**src/rtl/core/qap_pkg.sv**
```systemverilog
// Shared types and constants for the QAP swap local search core.
package qap_pkg;

   localparam int SIZE_N      = 8;
   localparam int IDX_W       = 3;
   localparam int ADDR_W      = 2 * IDX_W;
   localparam int DEPTH       = SIZE_N * SIZE_N;
   localparam int VALUE_W     = 16;
   localparam int AMOUNT_W    = 38;
   localparam int DEF_WEIGHT_BITS = 16;

   typedef enum logic [1:0] {
      ACT_LOAD_COST = 2'd0,
      ACT_LOAD_FLOW = 2'd1,
      ACT_LOAD_PERM = 2'd2,
      ACT_RUN       = 2'd3
   } action_type;

   typedef enum logic [1:0] {
      KIND_INITIAL = 2'd0,
      KIND_FINAL   = 2'd1,
      KIND_PERM    = 2'd2,
      KIND_UNUSED  = 2'd3
   } kind_type;

   typedef struct packed {
      action_type          action;
      logic [IDX_W-1:0]    row;
      logic [IDX_W-1:0]    col;
      logic [VALUE_W-1:0]  value;
   } req_type;

   typedef struct packed {
      kind_type            kind;
      logic [IDX_W-1:0]    position;
      logic [AMOUNT_W-1:0] amount;
      logic                last;
   } rsp_type;

endpackage

```
**src/rtl/core/qap_swap_local_search_core.sv**
```systemverilog
// Top level: QAP pairwise swap hill climber with shared multiply-accumulate unit.
// Load requests (cost, flow or permutation entry) produce no response. A run request
// evaluates the objective with one multiply-accumulate per cycle within a row: for each
// row it reads the permutation entry, then issues the N products; after the last row the
// pipeline drains. One evaluation is for the start point and one per candidate swap,
// N*(N-1)/2 candidates per pass; ST_SWAPA and ST_SWAPB commit a kept swap and ST_NEXT
// moves to the next candidate. Passes repeat until one keeps no swap, so run time depends
// on the data. The N+2 responses (initial and final objective, N permutation entries,
// last flagged) leave one per cycle while rsp_ready is high; no request is accepted meanwhile.
module qap_swap_local_search_core
   import qap_pkg::*;
#(
   parameter int WEIGHT_BITS = DEF_WEIGHT_BITS
) (
   input  logic    clock,
   input  logic    reset,
   input  logic    req_valid,
   output logic    req_ready,
   input  req_type req_data,
   output logic    rsp_valid,
   input  logic    rsp_ready,
   output rsp_type rsp_data
);

   localparam int ACC_W = 2 * WEIGHT_BITS + ADDR_W;
   localparam int KW    = $clog2(SIZE_N + 2);

   typedef enum logic [7:0] {
      ST_IDLE  = 8'b0000_0001,
      ST_ROWP  = 8'b0000_0010,
      ST_COLS  = 8'b0000_0100,
      ST_DRAIN = 8'b0000_1000,
      ST_SWAPA = 8'b0001_0000,
      ST_SWAPB = 8'b0010_0000,
      ST_NEXT  = 8'b0100_0000,
      ST_OUT   = 8'b1000_0000
   } state_type;

   state_type state_ff, state_in;

   logic [WEIGHT_BITS-1:0] cost_mem [DEPTH];
   logic [WEIGHT_BITS-1:0] flow_mem [DEPTH];
   logic [IDX_W-1:0]       perm_ff  [SIZE_N];

   logic [WEIGHT_BITS-1:0]   cost_rd_ff, flow_rd_ff;
   logic [2*WEIGHT_BITS-1:0] prod_ff;
   logic                     v1_ff, v2_ff;
   logic [ACC_W-1:0]         acc_ff, init_ff, cur_ff;
   logic [IDX_W-1:0]         i_ff, j_ff, si_ff, sj_ff, pi_ff, tmp_ff;
   logic                     swap_en_ff, first_ff, improved_ff;
   logic [KW-1:0]            k_ff;
   logic                     rsp_valid_ff;
   rsp_type                  rsp_data_ff;

   logic [IDX_W-1:0] perm_addr, perm_rd;
   logic             req_acc, issue, out_load, pipe_empty;

   function automatic logic [IDX_W-1:0] map_pos(input logic [IDX_W-1:0] k,
                                                input logic en,
                                                input logic [IDX_W-1:0] a,
                                                input logic [IDX_W-1:0] b);
      logic [IDX_W-1:0] r;
      r = k;
      if (en && k == a) r = b;
      else if (en && k == b) r = a;
      return r;
   endfunction

   assign req_ready  = (state_ff == ST_IDLE);
   assign req_acc    = req_valid && req_ready;
   assign issue      = (state_ff == ST_COLS);
   assign out_load   = (state_ff == ST_OUT) && (!rsp_valid_ff || rsp_ready);
   assign pipe_empty = !v1_ff && !v2_ff;

   always_comb begin
      unique case (state_ff)
         ST_ROWP:  perm_addr = map_pos(i_ff, swap_en_ff, si_ff, sj_ff);
         ST_COLS:  perm_addr = map_pos(j_ff, swap_en_ff, si_ff, sj_ff);
         ST_SWAPA: perm_addr = si_ff;
         ST_SWAPB: perm_addr = sj_ff;
         ST_OUT:   perm_addr = IDX_W'(k_ff - KW'(2));
         default:  perm_addr = i_ff;
      endcase
   end
   assign perm_rd = perm_ff[perm_addr];

   always_comb begin
      state_in = state_ff;
      unique case (state_ff)
         ST_IDLE:  if (req_acc && req_data.action == ACT_RUN) state_in = ST_ROWP;
         ST_ROWP:  state_in = ST_COLS;
         ST_COLS: begin
            if (j_ff == IDX_W'(SIZE_N - 1))
               state_in = (i_ff == IDX_W'(SIZE_N - 1)) ? ST_DRAIN : ST_ROWP;
         end
         ST_DRAIN: begin
            if (pipe_empty) begin
               if (first_ff) state_in = ST_ROWP;
               else if (acc_ff < cur_ff) state_in = ST_SWAPA;
               else state_in = ST_NEXT;
            end
         end
         ST_SWAPA: state_in = ST_SWAPB;
         ST_SWAPB: state_in = ST_NEXT;
         ST_NEXT: begin
            if (sj_ff == IDX_W'(SIZE_N - 1) && si_ff == IDX_W'(SIZE_N - 2) && !improved_ff)
               state_in = ST_OUT;
            else
               state_in = ST_ROWP;
         end
         ST_OUT:   if (out_load && k_ff == KW'(SIZE_N + 1)) state_in = ST_IDLE;
         default:  state_in = ST_IDLE;
      endcase
   end

   always_ff @(posedge clock) begin
      if (reset) begin
         state_ff     <= ST_IDLE;
         v1_ff        <= 1'b0;
         v2_ff        <= 1'b0;
         rsp_valid_ff <= 1'b0;
      end else begin
         state_ff <= state_in;
         v1_ff    <= issue;
         v2_ff    <= v1_ff;
         if (out_load) rsp_valid_ff <= 1'b1;
         else if (rsp_ready) rsp_valid_ff <= 1'b0;
      end
   end

   // stores and shared multiply-accumulate datapath
   always_ff @(posedge clock) begin
      if (req_acc && req_data.action == ACT_LOAD_COST)
         cost_mem[{req_data.row, req_data.col}] <= WEIGHT_BITS'(req_data.value);
      if (req_acc && req_data.action == ACT_LOAD_FLOW)
         flow_mem[{req_data.row, req_data.col}] <= WEIGHT_BITS'(req_data.value);
      cost_rd_ff <= cost_mem[{i_ff, j_ff}];
      flow_rd_ff <= flow_mem[{pi_ff, perm_rd}];
      prod_ff    <= cost_rd_ff * flow_rd_ff;
      if (v2_ff) acc_ff <= acc_ff + ACC_W'(prod_ff);

      if (req_acc && req_data.action == ACT_LOAD_PERM)
         perm_ff[req_data.row] <= req_data.value[IDX_W-1:0];

      unique case (state_ff)
         ST_IDLE: begin
            i_ff        <= '0;
            j_ff        <= '0;
            acc_ff      <= '0;
            swap_en_ff  <= 1'b0;
            first_ff    <= 1'b1;
            improved_ff <= 1'b0;
            si_ff       <= '0;
            sj_ff       <= IDX_W'(1);
            k_ff        <= '0;
         end
         ST_ROWP: begin
            pi_ff <= perm_rd;
            j_ff  <= '0;
         end
         ST_COLS: begin
            j_ff <= j_ff + IDX_W'(1);
            if (j_ff == IDX_W'(SIZE_N - 1)) i_ff <= i_ff + IDX_W'(1);
         end
         ST_DRAIN: begin
            if (pipe_empty) begin
               i_ff <= '0;
               if (first_ff) begin
                  init_ff    <= acc_ff;
                  cur_ff     <= acc_ff;
                  first_ff   <= 1'b0;
                  swap_en_ff <= 1'b1;
                  acc_ff     <= '0;
               end else if (acc_ff < cur_ff) begin
                  cur_ff      <= acc_ff;
                  improved_ff <= 1'b1;
               end
            end
         end
         ST_SWAPA: tmp_ff <= perm_rd;
         ST_SWAPB: begin
            perm_ff[si_ff] <= perm_rd;
            perm_ff[sj_ff] <= tmp_ff;
         end
         ST_NEXT: begin
            acc_ff <= '0;
            i_ff   <= '0;
            if (sj_ff == IDX_W'(SIZE_N - 1)) begin
               if (si_ff == IDX_W'(SIZE_N - 2)) begin
                  si_ff       <= '0;
                  sj_ff       <= IDX_W'(1);
                  improved_ff <= 1'b0;
               end else begin
                  si_ff <= si_ff + IDX_W'(1);
                  sj_ff <= si_ff + IDX_W'(2);
               end
            end else begin
               sj_ff <= sj_ff + IDX_W'(1);
            end
         end
         ST_OUT: begin
            if (out_load) begin
               k_ff <= k_ff + KW'(1);
               if (k_ff == KW'(0)) begin
                  rsp_data_ff.kind     <= KIND_INITIAL;
                  rsp_data_ff.position <= '0;
                  rsp_data_ff.amount   <= AMOUNT_W'(init_ff);
                  rsp_data_ff.last     <= 1'b0;
               end else if (k_ff == KW'(1)) begin
                  rsp_data_ff.kind     <= KIND_FINAL;
                  rsp_data_ff.position <= '0;
                  rsp_data_ff.amount   <= AMOUNT_W'(cur_ff);
                  rsp_data_ff.last     <= 1'b0;
               end else begin
                  rsp_data_ff.kind     <= KIND_PERM;
                  rsp_data_ff.position <= perm_addr;
                  rsp_data_ff.amount   <= AMOUNT_W'(perm_rd);
                  rsp_data_ff.last     <= (k_ff == KW'(SIZE_N + 1));
               end
            end
         end
         default: ;
      endcase
   end

   assign rsp_valid = rsp_valid_ff;
   assign rsp_data  = rsp_data_ff;

`ifndef ASSERT_OFF
   a_busy_not_ready: assert property (@(posedge clock) disable iff (reset)
      state_ff != ST_IDLE |-> !req_ready) else $error("ready while busy");
   a_pipe_order: assert property (@(posedge clock) disable iff (reset)
      v2_ff |-> $past(v1_ff)) else $error("pipeline valid out of order");
   a_swap_order: assert property (@(posedge clock) disable iff (reset)
      (state_ff == ST_DRAIN && !first_ff) |-> si_ff < sj_ff) else $error("bad swap pair");
   a_last_perm: assert property (@(posedge clock) disable iff (reset)
      (rsp_valid && rsp_data.last) |-> rsp_data.kind == KIND_PERM)
      else $error("last on non-permutation response");
`endif

endmodule

```
**config.mk**
```make
export PLATFORM = sky130hd
export DESIGN_NAME = qap_swap_local_search_core
export DESIGN_NICKNAME = d
export VERILOG_FILES = /design/src/rtl/core/qap_pkg.sv /design/src/rtl/core/qap_swap_local_search_core.sv
export SDC_FILE = /design/constraint.sdc
export NUM_CORES = 2
export LEC_CHECK = 0
export BUFFER_PORTS_ARGS = -buffer_cell sky130_fd_sc_hd__buf_2
export CAP_MARGIN = 15
export CORE_ASPECT_RATIO = 1.75
export CORE_UTILIZATION = 57
export CTS_CLUSTER_DIAMETER = 100
export CTS_CLUSTER_SIZE = 25
export DETAILED_ROUTE_END_ITERATION = 8
export PLACE_DENSITY = 0.73
export SYNTH_ARGS = -nofsm -noshare
export SYNTH_HDL_FRONTEND = slang
export SYNTH_SLANG_ARGS = --single-unit
```
**constraint.sdc**
```tcl
create_clock -name clock -period 6.3 [get_ports clock]
set_input_delay 0.945 -clock clock [delete_from_list [all_inputs] [get_ports clock]]
set_output_delay 0.945 -clock clock [all_outputs]
set_load 0.1 [all_outputs]
```
==> flow_summary.html <==
<table>
<tr><th>Metric</th><th>Value</th></tr>
<tr><th colspan="2">Synth</th></tr>
<tr><td>Largest area contributor in the synthesized netlist</td><td>sky130_fd_sc_hd__edfxtp_1</td></tr>
<tr><td>Count of state elements after synthesis</td><td>2330</td></tr>
<tr><td>Share of the synthesized area in the top cell type</td><td>66.3%</td></tr>
<tr><td>Share of flip-flops with an asynchronous set or reset</td><td>0%</td></tr>
<tr><td>Yosys warnings</td><td>0</td></tr>
<tr><td>Post-synthesis cell type count</td><td>76</td></tr>
<tr><td>Main area contributors after synthesis</td><td>sky130_fd_sc_hd__edfxtp_1 (66%), sky130_fd_sc_hd__mux4_2 (7.5%), sky130_fd_sc_hd__mux2i_1 (4.2%), sky130_fd_sc_hd__fa_1 (3.9%), sky130_fd_sc_hd__ha_1 (2.3%)</td></tr>
<tr><td>Post-Synthesis Cells</td><td>6009</td></tr>
<tr><td>Net count after synthesis</td><td>6417</td></tr>
<tr><td>Mapped cell area</td><td>100000 sq um</td></tr>
<tr><td>Top FF cell, synth</td><td>sky130_fd_sc_hd__edfxtp_1</td></tr>
<tr><td>Number of enable-type register cells in the synthesized netlist</td><td>2217</td></tr>
<tr><td>Sequential area share after synthesis</td><td>68.5%</td></tr>
<tr><td>Mean post-synth cell area</td><td>16.7 sq um</td></tr>
<tr><th colspan="2">Critical path</th></tr>
<tr><td>Series of cell instances along the critical path</td><td>xor2_1 -&gt; or4b_1 -&gt; mux2_1 -&gt; a221oi_2 -&gt; o2bb2ai_1 -&gt; buf_4 -&gt; mux2i_1 -&gt; mux2i_1 -&gt; mux2i_4 -&gt; inv_8 -&gt; buf_4 -&gt; nand3_1 -&gt; a41oi_1 -&gt; or4_1 -&gt; nor3_1 -&gt; buf_4</td></tr>
<tr><td>Longest individual stage delay on the worst path</td><td>0.63 ns</td></tr>
<tr><td>Worst R2R Setup Slack</td><td>0.09 ns</td></tr>
<tr><td>CP max stage cell</td><td>sky130_fd_sc_hd__or4_1</td></tr>
<tr><td>Crit path max fanout</td><td>79</td></tr>
<tr><td>Crit path DAT</td><td>6.92 ns</td></tr>
<tr><td>WP data required</td><td>7.00 ns</td></tr>
<tr><td>Most repeated library cell on the critical path</td><td>sky130_fd_sc_hd__buf_4</td></tr>
<tr><td>CP startpoint kind</td><td>register</td></tr>
<tr><td>Setup CP Type</td><td>reg2reg</td></tr>
<tr><td>Critical Path End Type</td><td>register</td></tr>
<tr><th colspan="2">Clocking</th></tr>
<tr><td>CTS buffer count</td><td>103</td></tr>
<tr><td>CTS tree</td><td>built</td></tr>
<tr><td>Max Root-Sink Buffers</td><td>3</td></tr>
<tr><td>Latest clock arrival within the worst-skew pair</td><td>0.78 ns</td></tr>
<tr><td>CTS clock-pin slew for the worst setup and hold paths</td><td>0.11 ns</td></tr>
<tr><td>Clock root buffer master</td><td>sky130_fd_sc_hd__clkbuf_16</td></tr>
<tr><td>Clock H-tree levels</td><td>3</td></tr>
<tr><td>Number of sinks handled by clock tree synthesis</td><td>2330</td></tr>
<tr><th colspan="2">Floorplanning</th></tr>
<tr><td>Vertical die dimension</td><td>557 um</td></tr>
<tr><td>Initial core utilization</td><td>57.5%</td></tr>
<tr><td>Placeable core region</td><td>175000 sq um</td></tr>
<tr><td>Die width</td><td>319 um</td></tr>
<tr><td>Site Rows</td><td>203</td></tr>
<tr><td>Die area</td><td>178000 sq um</td></tr>
<tr><td>IO Pins</td><td>74</td></tr>
<tr><th colspan="2">STA</th></tr>
<tr><td>Final critical-path share of the clock period</td><td>98.6%</td></tr>
<tr><td>Final period demand of the worst path</td><td>6.21 ns</td></tr>
<tr><td>FMAX</td><td>161 MHz</td></tr>
<tr><td>RSZ-0062 raised after global routing</td><td>true</td></tr>
<tr><td>Post-route clock skew</td><td>0.0423 ns</td></tr>
<tr><td>Worst slew slack as a fraction of its limit</td><td>22.0%</td></tr>
<tr><td>Max Transition Viols Final</td><td>0</td></tr>
<tr><td>Final setup violation count</td><td>0</td></tr>
<tr><td>Number of hold violations in the final report</td><td>0</td></tr>
<tr><td>Slew @ Worst Pin</td><td>1.17 ns</td></tr>
<tr><td>Tightest hold margin</td><td>0.490 ns</td></tr>
<tr><th colspan="2">Placed design</th></tr>
<tr><td>Post-DP HPWL</td><td>163000 um</td></tr>
<tr><td>Routability congestion estimate</td><td>0.900</td></tr>
<tr><td>Placed Instance Area</td><td>105000 sq um</td></tr>
<tr><td>IO buf count</td><td>73</td></tr>
<tr><td>Cell total after placement</td><td>8351</td></tr>
<tr><th colspan="2">GRT</th></tr>
<tr><td>Initial antenna violation count</td><td>19</td></tr>
<tr><td>First-pass GRT wire length</td><td>362000 um</td></tr>
<tr><td>Total routing resource utilization after global routing</td><td>28.0%</td></tr>
<tr><td>Final global-route overflow total</td><td>0</td></tr>
<tr><td>Maximum number of pins on one net before global-route repair</td><td>111</td></tr>
<tr><td>Vias in the first global route</td><td>55.1k</td></tr>
<tr><th colspan="2">Finish</th></tr>
<tr><td>Synthesis-to-layout area growth</td><td>7.75%</td></tr>
<tr><td>Share of the core filled with cells</td><td>61.9%</td></tr>
<tr><td>Final standard cell area without fillers</td><td>108000 sq um</td></tr>
<tr><td>Total number of nets in the final design</td><td>6611</td></tr>
<tr><td>Layout cells sized above 1</td><td>15.3%</td></tr>
<tr><td>Final cell count without fillers</td><td>8511</td></tr>
<tr><th colspan="2">Routing</th></tr>
<tr><td>Wire per inst</td><td>29.0 um</td></tr>
<tr><td>Total iterations of the first detailed-routing run</td><td>6</td></tr>
<tr><td>Via density per instance</td><td>6.36</td></tr>
<tr><td>DRC</td><td>0</td></tr>
<tr><td>Final wirelength</td><td>247000 um</td></tr>
<tr><td>Initial DRC Count</td><td>5501</td></tr>
<tr><td>Routed vias</td><td>54.1k</td></tr>
<tr><td>Post-route antenna net violation count</td><td>0</td></tr>
<tr><th colspan="2">Status</th></tr>
<tr><td>Status</td><td>finished, final reports clean</td></tr>
<tr><th colspan="2">Hold path</th></tr>
<tr><td>Class of the tightest hold or removal check</td><td>reg2reg</td></tr>
<tr><th colspan="2">Flow run</th></tr>
<tr><td>Max Cap Violations</td><td>0</td></tr>
</table>
[worst paths after layout]
check / start / to / cells past startpoint
max: sj_ff[0] / flow_rd_ff[9] / 16
max reg2reg: sj_ff[0] / flow_rd_ff[9] / 16
min: v1_ff / v2_ff / 1
min reg2reg: v1_ff / v2_ff / 1
[registers in the layout (all words and copies together), names as in the netlist, 4 cells and up]
signal      flops
state_ff        8
init_ff        38
flow_rd_ff     16
cost_mem     1024
flow_mem     1024
cost_rd_ff     16
k_ff            4
acc_ff         38
perm_ff        24
cur_ff         38
prod_ff        32
rsp_data       44
[final cells by class]
type                    instances  area (sq um)
inverters                     305          1150
fillers                     12400         66500
multi-input cells            3060         29300
clock buffers                 134          2760
clock inverters                 5          61.3
diodes                         19          47.5
repair buffers                403          3210
well taps                    2255          2820
flip-flops and latches       2330         68900
[cells in the mapped netlist, types with 35 or more instances]
library cell and count:
sky130_fd_sc_hd__and2_1 130, sky130_fd_sc_hd__edfxtp_1 2217, sky130_fd_sc_hd__inv_1 302, sky130_fd_sc_hd__a21o_1 36
sky130_fd_sc_hd__buf_1 53, sky130_fd_sc_hd__xnor2_1 43, sky130_fd_sc_hd__a41oi_1 98, sky130_fd_sc_hd__mux2i_1 425
sky130_fd_sc_hd__a21oi_1 72, sky130_fd_sc_hd__nand3_1 291, sky130_fd_sc_hd__nand2_1 418, sky130_fd_sc_hd__o21ai_0 59
sky130_fd_sc_hd__a22o_1 35, sky130_fd_sc_hd__a32oi_1 96, sky130_fd_sc_hd__nor2_1 250, sky130_fd_sc_hd__nor3_1 54
sky130_fd_sc_hd__ha_1 185, sky130_fd_sc_hd__clkbuf_1 207, sky130_fd_sc_hd__mux4_2 336, sky130_fd_sc_hd__dfxtp_1 113
sky130_fd_sc_hd__fa_1 195
[per-stage QoR]
| step | TNS, ns | setup slack [ns] |
|---|---|---|
| 2_1_floorplan | 0 | 0.0934 |
| 3_3_place_gp | -0.261 | -0.261 |
| 3_5_place_dp | -0.216 | -0.216 |
| 4_1_cts | 0 | 0.00621 |
| 5_1_grt | -0.0728 | -0.0728 |
| 6_report | 0 | 0.0866 |
[worst max-delay path, delay by kind of cell (launching register included)]
family,cells,cell delay (ns)
and+or+nand+nor,4,1.76
muxes,4,1.24
buffers and inverters,4,1.17
AOI/OAI and AO/OA,3,0.95
DFF,1,0.62
xor gates and xnor gates,1,0.27
[cells in the final DEF (no fill, tap or decap), types with 33 or more instances in the layout]
cell,instances
sky130_fd_sc_hd__clkbuf_16,106
sky130_fd_sc_hd__mux2i_1,423
sky130_fd_sc_hd__a22o_1,35
sky130_fd_sc_hd__nor3_1,48
sky130_fd_sc_hd__a41oi_1,98
sky130_fd_sc_hd__nand2_1,418
sky130_fd_sc_hd__mux4_2,336
sky130_fd_sc_hd__inv_1,296
sky130_fd_sc_hd__edfxtp_1,2217
sky130_fd_sc_hd__o21ai_0,57
sky130_fd_sc_hd__a21o_1,36
sky130_fd_sc_hd__buf_4,317
sky130_fd_sc_hd__nand3_1,291
sky130_fd_sc_hd__xnor2_1,43
sky130_fd_sc_hd__a2bb2oi_1,33
sky130_fd_sc_hd__nor2_1,241
sky130_fd_sc_hd__ha_1,181
sky130_fd_sc_hd__fa_1,192
sky130_fd_sc_hd__buf_2,57
sky130_fd_sc_hd__and2_1,128
sky130_fd_sc_hd__dfxtp_1,99
sky130_fd_sc_hd__a32oi_1,96
sky130_fd_sc_hd__a21oi_1,67
[logic make-up after synthesis]
| kind of cell | Yosys count | synth area share, % |
|---|---|---|
| flops | 2330 | 68.5 |
| xor+xnor | 69 | 0.602 |
| compound gates | 531 | 4.02 |
| buf+inv | 619 | 2.50 |
| simple gates | 1286 | 6.00 |
| mux | 794 | 12.1 |
| fa+ha+maj | 380 | 6.19 |
[metal layers]
layer  vias to the layer above  part of all wire (%)  track usage (%)
met1                     27900                    34             31.7
met5                         -                 0.015                0
met3                       508                   6.0             3.19
met2                      2219                    54             51.7
met4                         6                   5.9             14.8
li1                      23500                     -                -
[what timing repair did]
item | in CTS | in global routing
endpoints found under the setup margin | 1 | 4
setup buffers | 3 | 1
gates resized for setup | 37 | 14
hold buffers | 0 | 0
pin swaps | 22 | 17
Power is not shown: default switching activity piles up to over one toggle a cycle in this logic, so the estimate is an artifact.
